<file path="config.mk">
export PLATFORM = sky130hd
export DESIGN_NAME = fxa_cell
export DESIGN_NICKNAME = d
export VERILOG_FILES = /design/src/rtl/fxa_pkg.sv /design/src/rtl/fxa_cell.sv
export SDC_FILE = /design/constraint.sdc
export NUM_CORES = 1
export LEC_CHECK = 0
export ABC_AREA = 1
export ABC_CLOCK_PERIOD_IN_PS = 3130
export BUFFER_PORTS_ARGS = -buffer_cell sky130_fd_sc_hd__buf_2
export CAP_MARGIN = 10
export CORE_MARGIN = 3
export CORE_UTILIZATION = 25
export CTS_BUF_LIST = sky130_fd_sc_hd__clkbuf_8
export DETAILED_ROUTE_END_ITERATION = 10
export PLACE_DENSITY = 0.58
export SYNTH_ARGS = -nofsm -noshare
export SYNTH_HDL_FRONTEND = slang
export SYNTH_SLANG_ARGS = --single-unit
</file>
<file path="constraint.sdc">
create_clock -name clk -period 3.13 [get_ports clk]
set_clock_uncertainty 0.15 [all_clocks]
set_input_delay 0.313 -clock clk [delete_from_list [all_inputs] [get_ports clk]]
set_output_delay 0.313 -clock clk [all_outputs]
set_load 0.05 [all_outputs]
</file>
<file path="src/rtl/fxa_pkg.sv">
// Package for the Q24.8 fixed-point ALU: commands and widths.
// Depends on nothing.
`timescale 1ns / 1ps
package fxa_pkg;
  localparam int FRACTION_BITS_DEF = 8;
  localparam int DATA_WIDTH_DEF    = 32;
  localparam int CMD_W             = 4;

  typedef enum logic [CMD_W-1:0] {
    CMD_ADD = 4'd0, CMD_SUB = 4'd1, CMD_MUL = 4'd2, CMD_DIV = 4'd3,
    CMD_LT  = 4'd4, CMD_GT  = 4'd5, CMD_LE  = 4'd6, CMD_GE  = 4'd7,
    CMD_EQ  = 4'd8, CMD_NE  = 4'd9, CMD_MIN = 4'd10, CMD_MAX = 4'd11,
    CMD_INC = 4'd12, CMD_DEC = 4'd13, CMD_TOINT = 4'd14, CMD_FROMINT = 4'd15
  } cmd_t;
endpackage

</file>
<file path="src/rtl/fxa_cell.sv">
// One restoring-division cell: a quotient bit per cycle while en is high,
// carrying the item payload along. Depends on fxa_pkg.
`timescale 1ns / 1ps
module fxa_cell #(
  parameter int DW = 32,
  parameter int NW = 40
) (
  input  logic          clk,
  input  logic          en,
  input  logic [NW-1:0] num_i,
  input  logic [DW:0]   rem_i,
  input  logic [DW-1:0] den_i,
  input  logic [NW-1:0] quo_i,
  input  logic [DW+fxa_pkg::CMD_W+1:0] side_i,
  output logic [NW-1:0] num_o,
  output logic [DW:0]   rem_o,
  output logic [DW-1:0] den_o,
  output logic [NW-1:0] quo_o,
  output logic [DW+fxa_pkg::CMD_W+1:0] side_o
);
  import fxa_pkg::*;
  logic [DW+1:0] sh;
  logic [DW+1:0] df;
  assign sh = {rem_i, num_i[NW-1]};
  assign df = sh - {2'b00, den_i};
  always_ff @(posedge clk) begin
    if (en) begin
      num_o  <= {num_i[NW-2:0], 1'b0};
      den_o  <= den_i;
      side_o <= side_i;
      if (!df[DW+1]) begin
        rem_o <= df[DW:0];
        quo_o <= {quo_i[NW-2:0], 1'b1};
      end else begin
        rem_o <= sh[DW:0];
        quo_o <= {quo_i[NW-2:0], 1'b0};
      end
    end
  end
endmodule

</file>
==> results.md, run 1 <==
* Synth warn at 0
* Sw Share at ~38%
* Largest net degree at the start of global routing at 68
* Final WL at between 30 and 40 mm
* Combinational Power Share at ~31%
* Internal at 4120 uW
* CTS buffer count at 17
* NetSw at 2510 uW
* Hold Path Stages at 3
* Initial antenna violation count at 3
* H-tree level count at 4
* CTS tree: built
* Via density at ~4.2
* PostCTS Resize Cnt at 0
* Initial Util at 25.6%
* Min-delay worst type: in2reg
* GR Util All Layers at 16.3%
* Initial drt markers at 302
* Most frequent cells in the layout: buf_2 (364), nand2_1 (288), edfxtp_1 (182), dlygate4sd3_1 (180), inv_1 (169)
* Setup TNS at 0 ps
* HPWL Detailed at 23.8 mm
* Worst endpoint required time at ~3200 ps
* Mapped Area at 8920 um^2
* Clk pwr share at 23.8%
* Most common cell after layout, fill and taps aside: buf_2
* Antenna Violating Nets Remaining at 0
* Max-Cap Viols at 0
* Seq pwr share at 45.2%
* Nets at 1681
* Power density over cell area at 492 nW/um^2
* Clk slew on worst S/H paths at 100 ps
* Tcrit/Tclk final at 87.4%
* DR pass1 iterations at 4
* Worst Hold Launch: rem_i[17]
* Slew Viols, Final at 0
* Final setup fails at 0
* CTS max path bufs at 2
* Chip Height at 195 um
* CP Class: in2reg
* Leakage at 0.00654 uW
* Synth Flop Type: edfxtp_1
* Worst VDD drop at 0.274 mV
* Critical Path Fanout Max at 34
* Layout Utilization at 38.6%
* Share of flip-flops with an asynchronous set or reset at 0%
* Total global routing overflow at 0
* Routed WL per cell at 16.3 um
* Die area at 38000 um^2
* Layout cells sized above 1 at roughly 29%
* Outcome: finished, final reports clean
* Post-Synthesis Cells at 905
* Layout fillers at 3519
* Signal arrival time at the worst endpoint at 2830 ps
* DR vias at a little over 8000
* Sequential area share after synthesis at 61.3%
* GPL Wtd Cong at 0.899
* Max Clk Rate at ~370 MHz
* Boundary Pins at roughly 370
* Syn_nets at 1123
* Syn avg cell area at ~9.9 um^2
* Num rows at 68
* Critical Path Sink Type: flop
* Port Buffer Count at 365
* Die Wd at around 190 um
* Number of global-route vias before repair at 8421
* Final hold vios at 0
* Fin crit period at 2740 ps
* Area occupied by multi-input gates at approximately 2700 um^2
* First-pass GRT wire length at 47.9 mm
* Core Area at 34900 um^2
* Remaining DRCs at 0
* Area Overhead vs Synth at 50.9%
* Clk sinks at between 150 and 200
* Startpoint types: input pin
* Yosys reg bits at 182
* Register area at 5470 um^2
* Worst Hold End: rem_o[18]$_DFFE_PP_
* RSZ-0062 raised after global routing: no
* Root buffer cell: clkbuf_8
* Synth unique cells at 27
* Post-synth EDFFs at 182
## how the worst max path moves through the flow
stage                    from                   to  slack, ps  cells after the start
floorplan           num_i[39]  rem_o[28]$_DFFE_PP_       1000                     14
global placement    den_i[12]   rem_o[1]$_DFFE_PP_        460                     14
detailed placement  den_i[12]   rem_o[1]$_DFFE_PP_        440                     14
CTS                 den_i[12]   rem_o[1]$_DFFE_PP_        400                     15
global route        den_i[15]  rem_o[31]$_DFFE_PP_        200                     17
finish              den_i[12]   rem_o[7]$_DFFE_PP_        390                     15
## layout make-up
cell class	count	area share, %
Sequential cell	182	40.6
Timing Repair Buffer	552	27.6
Multi-Input combinational cell	539	20.0
Inverter	171	4.77
Tap cell	455	4.23
Clock buffer	17	1.74
Clock inverter	14	1.06
Antenna cell	2	0.0372
## logic make-up (layout without fill, tap and decap cells)
logic type                 after synthesis  count (layout)  share of synthesized area, %
other                                    1               3                        0.0420
AOI/OAI and AO/OA                       24              24                          1.40
and+or+nand+nor                        466             466                          22.6
xor gates and xnor gates                15              15                          1.47
DFF                                    182             182                          61.3
buffers and inverters                  184             754                          8.54
adders and majority gates               33              33                          4.71
## flip-flops by register name, summed over array words and instances (netlist names)
register and count:
den_o 32, rem_o 33, side_o 38, quo_o 40
num_o 39
## stage by stage
step                cells  worst slack, ps  power, uW  cell area [um^2]  hold slack [ps]
detailed placement   1719              440       4930             11300              341
global route         1932              197       6980             13500             24.8
floorplan             905             1000       4360              8920              262
global placement     1719              461       4910             11300              340
finish               1932              394       6630             13500             58.4
CTS                  1930              398       6720             13500             15.3
## critical path: stages
cell,delay [ps]
dlygate4sd3_1,560
buf_2,130
inv_1,50
ha_1,330
nand2_1,130
nor2_1,260
nand2_1,90
inv_1,100
nand2_2,70
nand2_2,80
nand2_2,90
nand2_2,120
nand2_4,250
nand3_1,160
nand2_1,70
## what timing repair did
item                                   in CTS  in global routing
endpoints found under the hold margin     180                  0
buffers inserted                            0                  0
hold buffers                              180                  0
## Yosys cell counts, types with 5 or more instances
cell type,instances,area share (%)
buf_6,6,0.76
nand2_1,288,12
edfxtp_1,182,61
a21oi_1,21,1.2
ha_1,32,4.5
nor2_1,40,1.7
nand3_2,5,0.56
inv_1,169,7.1
and2_1,11,0.77
nor3_1,8,0.45
nand4_1,6,0.42
nand3_1,91,5.1
nand2_2,7,0.49
xor2_1,14,1.4
buf_4,7,0.59
## per-layer routing
metal / GRT usage [%] / share of wire, % / vias to the layer above
met3: 3.74 / 5.3 / 30
met4: 4.81 / 1.8 / 2
met2: 30.3 / 53 / 244
met5: 0 / 0.022 / -
met1: 18.6 / 40 / 3754
li1: - / - / 4034
## power groups by stage
stage	logic (uW)	clock network (uW)	registers [uW]
after floorplan	527	0	3830
after global placement	1870	0	3040
after detailed placement	1880	0	3050
after CTS	2070	1650	3000
after global routing	2220	1740	3020
final	2060	1580	2990
Power figures use the tool's default switching activity.
==> run 2, diff against run 1 <==
Settings changed: CORE_UTILIZATION 25 to 45, PLACE_DENSITY 0.58 to 0.87.
==> run 2 against run 1 <==
Largest power group unchanged. Critical path depth unchanged. Cell count decreased by 11%. First-iteration DRC count increased by 57%. Worst hold slack got worse by 45 ps. Count of clock-buffer cells in the layout unchanged. Core utilization increased by 30 points. Sequential cell count unchanged. Global-route usage increased by 12 points.
==> results.md, run 2 (synthesis gave the netlist of run 1 again) <==
* Outcome: finished, final reports clean (unchanged)
* Chip Height at 147 um (was 195 um)
* CP Class: in2reg (unchanged)
* Tcrit/Tclk final at 88.2% (was 87.4%)
* RSZ-0062 raised after global routing: no (unchanged)
* Setup WS post-layout at 369 ps (was 394 ps)
* Die Wd at 147 um (was 195 um)
* Min-delay worst type: in2reg (unchanged)
* Hold Path Stages at 3 (unchanged)
* Area Overhead vs Synth at 46.4% (was 50.9%)
* Largest Register: quo_o (unchanged)
* H-tree level count at 4 (unchanged)
* Worst Hold End: rem_o[28]$_DFFE_PP_ (was rem_o[18]$_DFFE_PP_)
* Power density over cell area at 508 nW/um^2 (was 492 nW/um^2)
* Pre-CTS setup slack at 497 ps (was 440 ps)
* CTS buffer count at 17 (unchanged)
* Core Area at 19100 um^2 (was 34900 um^2)
* Initial drt markers at 473 (was 302)
* Nets at 1663 (was 1681)
* Num rows at 50 (was 68)
* Most common cell after layout, fill and taps aside: buf_2 (unchanged)
* Final setup fails at 0 (unchanged)
* Area occupied by multi-input gates at 2690 um^2 (unchanged)
* DR pass1 iterations at 5 (was 4)
* Layout cells sized above 1 at 29.3% (was 28.9%)
* Routed WL per cell at 17.8 um (was 16.3 um)
* Initial Util at 46.8% (was 25.6%)
* Critical Path Fanout Max at 34 (unchanged)
* Hold slack at 12.9 ps (was 58.4 ps)
* Die area at 21600 um^2 (was 38000 um^2)
* Clk sinks at 182 (unchanged)
* Leakage at 0.00648 uW (was 0.00654 uW)
* Fin crit period at 2760 ps (was 2740 ps)
* GR Util All Layers at 28.1% (was 16.3%)
* Worst Hold Launch: rem_i[27] (was rem_i[17])
* Register area at 5470 um^2 (unchanged)
* Most frequent cells in the layout: buf_2 (364), nand2_1 (288), edfxtp_1 (182), inv_1 (169), dlygate4sd3_1 (161) (was buf_2 (364), nand2_1 (288), edfxtp_1 (182), dlygate4sd3_1 (180), inv_1 (169))
* Slew Viols, Final at 0 (unchanged)
* Worst endpoint required time at 3200 ps (was 3220 ps)
* Largest net degree at the start of global routing at 70 (was 68)
* CTS tree: built (unchanged)
* Largest regs: quo_o x40, num_o x39, side_o x38 (unchanged)
* Final hold vios at 0 (unchanged)
* Signal arrival time at the worst endpoint at 2830 ps (about the same)
* Setup TNS at 0 ps (unchanged)
* Initial antenna violation count at 3 (unchanged)
* Total global routing overflow at 0 (unchanged)
* Worst slew pin tran at 670 ps
* CTS max path bufs at 2 (unchanged)
* Worst VDD drop at 0.294 mV (was 0.274 mV)
* Remaining DRCs at 0 (unchanged)
* First-pass GRT wire length at 46.7 mm (was 47.9 mm)
* Number of global-route vias before repair at 8429 (was 8421)
* Cell area after placement at 11000 um^2 (was 11300 um^2)
* Max reg flops at 40 (unchanged)
* Port Buffer Count at 365 (unchanged)
* Rel. slew slack at roughly 55%
* Final WL at 30.6 mm (was 31.5 mm)
* Clk slew on worst S/H paths at 110 ps (was 100 ps)
* Max-Cap Viols at 0 (unchanged)
* Via density at 4.83 (was 4.17)
* Startpoint types: input pin (unchanged)
* Layout fillers at 1393 (was 3519)
* HPWL Detailed at 21.0 mm (was 23.8 mm)
* Root buffer cell: clkbuf_8 (unchanged)
* DR vias at 8316 (was 8064)
* Max Clk Rate at 362 MHz (was 365 MHz)
* Critical Path Sink Type: flop (unchanged)
* GPL Wtd Cong at 0.996 (was 0.899)
* Boundary Pins at 368 (unchanged)
* Antenna Violating Nets Remaining at 0 (unchanged)
* Finished layout cell area at 13100 um^2 (was 13500 um^2)
[run 2: changes by cell type in the layout (fill, tap and decap cells not counted), moves of 2 or more]
cell	previous run	this run
clkinv_8	2	4
clkinvlp_4	3	1
dlygate4sd3_1	180	161
inv_6	1	3
[run 2: metrics by stage]
step	total power [uW]	utilization, %	std cells
floorplan	4360	-	905
global placement	4860	57.9	1525
detailed placement	4890	57.9	1525
CTS	6600	68.4	1717
global route	6900	68.4	1720
finish	6630	68.4	1720
[run 2: worst max-delay path, stage by stage]
cell and delay, ps:
dlygate4sd3_1 530, buf_2 110, inv_1 40, ha_1 340, nand2_1 170, nor2_4 150
nand3_1 100, nand3_2 150, nand2_2 80, nand2_2 80, nand2_2 90, nand2_2 120
nand2_4 250, nand3_1 190, nand2_1 90
[run 2: cell type report]
type	instances	area share [%]
antenna	3	0.0575
clock buffer	17	1.79
clock inverter	14	1.24
inverter	171	4.92
multi-input combinational	539	20.6
sequential	182	41.9
tap	260	2.49
timing repair buffer	534	27.0
[run 2: power breakdown]
group | internal (uW) | leakage, uW | switching, uW
clock | 602 | 0.000196 | 985
combinational | 583 | 0.00450 | 1460
sequential | 2940 | 0.00178 | 66.0
total | 4120 | 0.00648 | 2510
[run 2: worst max-delay path by stage]
| stage | startpoint | endpoint | slack (ps) | depth (start not counted) |
|---|---|---|---|---|
| finish | den_i[5] | rem_o[9]$_DFFE_PP_ | 370 | 15 |
| CTS | den_i[5] | rem_o[11]$_DFFE_PP_ | 440 | 15 |
| global placement | den_i[5] | rem_o[18]$_DFFE_PP_ | 530 | 14 |
| global route | den_i[20] | rem_o[26]$_DFFE_PP_ | 190 | 15 |
| detailed placement | den_i[5] | rem_o[18]$_DFFE_PP_ | 500 | 14 |
| floorplan | num_i[39] | rem_o[28]$_DFFE_PP_ | 1000 | 14 |
[run 2: per-layer routing]
metal / track usage, % / vias to the layer above / wire [um]
met3: 5.71 / 72 / 1920
met4: 11.6 / 0 / 1160
met5: 0 / - / 0
li1: - / 4007 / -
met2: 50.3 / 371 / 15700
met1: 32.9 / 3866 / 11800
[run 2: timing repair]
item	4_1_cts	5_1_grt
hold buffers	161	0
resized for setup	0	0
endpoints found under the hold margin	161	0
setup buffers	0	0
==> run 3, diff against run 2 <==
Settings changed: CELL_PAD_IN_SITES_DETAIL_PLACEMENT from default to 1, CELL_PAD_IN_SITES_GLOBAL_PLACEMENT from default to 1, CORE_UTILIZATION 45 to 40, PLACE_DENSITY 0.87 to 0.95, REMOVE_ABC_BUFFERS from default to 1.
==> run 3 against run 2 <==
Highest routed layer is now met5. Worst setup slack lost 320 ps. Critical path depth stayed put. Global-route usage grew 4.7 points. Final area is 1.1% higher. Sequential cell count did not move. Largest power group unchanged.
==> results.md, run 3 (synthesis gave the netlist of run 1 again) <==
* CP Class: in2reg (unchanged)
* Setup TNS at 0 ps (unchanged)
* GR Util All Layers at 32.8% (was 28.1%)
* Cell area after placement at 11100 um^2 (was 11000 um^2)
* Port Buffer Count at 365 (unchanged)
* Max Clk Rate at 324 MHz (was 362 MHz)
* Critical Path Sink Type: flop (unchanged)
* Core Area at 21900 um^2 (was 19100 um^2)
* Max-Cap Viols at 0 (unchanged)
* NetSw at 2820 uW (was 2510 uW)
* Die Wd at 155 um (was 147 um)
* DR pass1 iterations at 5 (unchanged)
* Layout Utilization at 60.3% (was 68.4%)
* Slew Viols, Final at 0 (unchanged)
* Startpoint types: input pin (unchanged)
* Critical Path Fanout Max at 18 (was 34)
* Num rows at 54 (was 50)
* Final WL at 40.8 mm (was 30.6 mm)
* GR peak layer: met2 (unchanged)
* Worst VDD drop at 0.268 mV (was 0.294 mV)
* GR Layer Usage met2 at 57.8% (was 50.3%)
* Boundary Pins at 368 (unchanged)
* Signal arrival time at the worst endpoint at 3160 ps (was 2830 ps)
* Area Overhead vs Synth at 48.0% (was 46.4%)
* Nets at 1663 (unchanged)
* Final setup fails at 0 (unchanged)
* Tcrit/Tclk final at 98.6% (was 88.2%)
* Initial drt markers at 594 (was 473)
* CTS max path bufs at 2 (unchanged)
* Finished layout cell area at 13200 um^2 (was 13100 um^2)
* Initial Util at 40.8% (was 46.8%)
* Root buffer cell: clkbuf_8 (unchanged)
* CP most frequent cell: nand2_1 (was nand2_2)
* Most frequent cells in the layout: buf_2 (364), nand2_1 (288), edfxtp_1 (182), inv_1 (169), dlygate4sd3_1 (160) (was buf_2 (364), nand2_1 (288), edfxtp_1 (182), inv_1 (169), dlygate4sd3_1 (161))
* Largest net degree at the start of global routing at 67 (was 70)
* GPL Wtd Cong at 0.898 (was 0.996)
* Routed WL per cell at 23.4 um (was 17.8 um)
* Sw Share at 39.9% (was 37.8%)
* Chip Height at 155 um (was 147 um)
* CTS tree: built (unchanged)
* Final hold vios at 0 (unchanged)
* Most common cell after layout, fill and taps aside: buf_2 (unchanged)
* Slowest stage delay, CP at 530 ps (about the same)
* Remaining DRCs at 0 (unchanged)
* Clk pwr share at 26.4% (was 23.9%)
* Max reg flops at 40 (unchanged)
* First-pass GRT wire length at 59.3 mm (was 46.7 mm)
* Fin crit period at 3080 ps (was 2760 ps)
* Largest regs: quo_o x40, num_o x39, side_o x38 (unchanged)
* Largest Register: quo_o (unchanged)
* Antenna Violating Nets Remaining at 0 (unchanged)
* HPWL Detailed at 25.8 mm (was 21.0 mm)
* Slowest cell on crit path: dlygate4sd3_1 (unchanged)
* Min-delay worst type: in2reg (unchanged)
* Initial antenna violation count at 10 (was 3)
* Total global routing overflow at 0 (unchanged)
* Clk sinks at 182 (unchanged)
* Tot Pwr at 7070 uW (was 6630 uW)
* Seq pwr share at 42.8% (was 45.3%)
* CTS buffer count at 17 (unchanged)
* Die area at 24100 um^2 (was 21600 um^2)
* Leakage at 0.00652 uW (was 0.00648 uW)
* Worst endpoint required time at 3210 ps (was 3200 ps)
* Number of global-route vias before repair at 9675 (was 8429)
* Power density over cell area at 536 nW/um^2 (was 508 nW/um^2)
* Layout cells sized above 1 at 29.4% (was 29.3%)
* Via density at 5.17 (was 4.83)
* DR vias at 8998 (was 8316)
* Met1 Usage GRT at 36.2% (was 32.9%)
* Outcome: finished, final reports clean (unchanged)
* Clk slew on worst S/H paths at 120 ps (was 110 ps)
* H-tree level count at 4 (unchanged)
* Combinational Power Share at 30.8% (about the same)
* Worst-path cell chain: dlygate4sd3_1, buf_2, inv_1, ha_1, nand2_1, inv_1, nand2_1, inv_1, nand2_1, a21oi_1, nor2_2, nand3_4, buf_12, nand3_1, nand2_1 (was dlygate4sd3_1, buf_2, inv_1, ha_1, nand2_1, nor2_4, nand3_1, nand3_2, nand2_2, nand2_2, nand2_2, nand2_2, nand2_4, nand3_1, nand2_1)
* Met3 Usage GRT at 8.15% (was 5.71%)
* Internal at 4250 uW (was 4120 uW)
[run 3: what timing repair did]
action                                  4_1_cts  5_1_grt
endpoints found under the setup margin        0       18
resized for setup                             0        4
hold buffers                                160        0
setup buffers                                 0        0
endpoints found under the hold margin       160        0
[run 3: final timing paths]
| kind | startpoint | end | slack [ps] | cells past startpoint |
|---|---|---|---|---|
| min | rem_i[29] | rem_o[30]$_DFFE_PP_ | 10 | 3 |
| max | den_i[22] | rem_o[11]$_DFFE_PP_ | 50 | 15 |
[run 3: power by group through the flow]
stage          Clock [uW]  Sequential [uW]  Combinational (uW)
3_3_place_gp            0             3030                1860
4_1_cts              1820             3000                2090
3_5_place_dp            0             3060                1910
2_1_floorplan           0             3830                 505
6_report             1870             3030                2170
5_1_grt              1970             3040                2290
[run 3: worst max-delay path: cells and delay by family]
kind	cells	cell delay [ps]
simple gates	7	1280
buf+inv	6	1120
fa+ha+maj	1	340
compound gates	1	100
[run 3: final cells by class]
class,count,area (um^2)
Timing Repair Buffer,534,3550
Clock buffer,17,234
Inverter,171,642
Tap cell,280,350
Multi-Input combinational cell,539,2730
Sequential cell,182,5470
Clock inverter,15,220
Fill cell,2559,8690
Antenna cell,4,10.0
[run 3: stage by stage]
| stage | setup WS (ps) | hold slack [ps] | cells |
|---|---|---|---|
| 3_5_place_dp | 231 | 342 | 1546 |
| 4_1_cts | 165 | 0.477 | 1738 |
| 6_report | 45.1 | 11.1 | 1742 |
| 3_3_place_gp | 346 | 339 | 1546 |
| 2_1_floorplan | 800 | 262 | 892 |
| 5_1_grt | -20.9 | 6.07 | 1741 |
[run 3: per-layer routing]
metal / vias to the layer above / share of wire (%)
met1: 4348 / 36
met2: 486 / 51
met5: - / 0.23
met3: 155 / 7.3
met4: 14 / 5.9
li1: 3995 / -
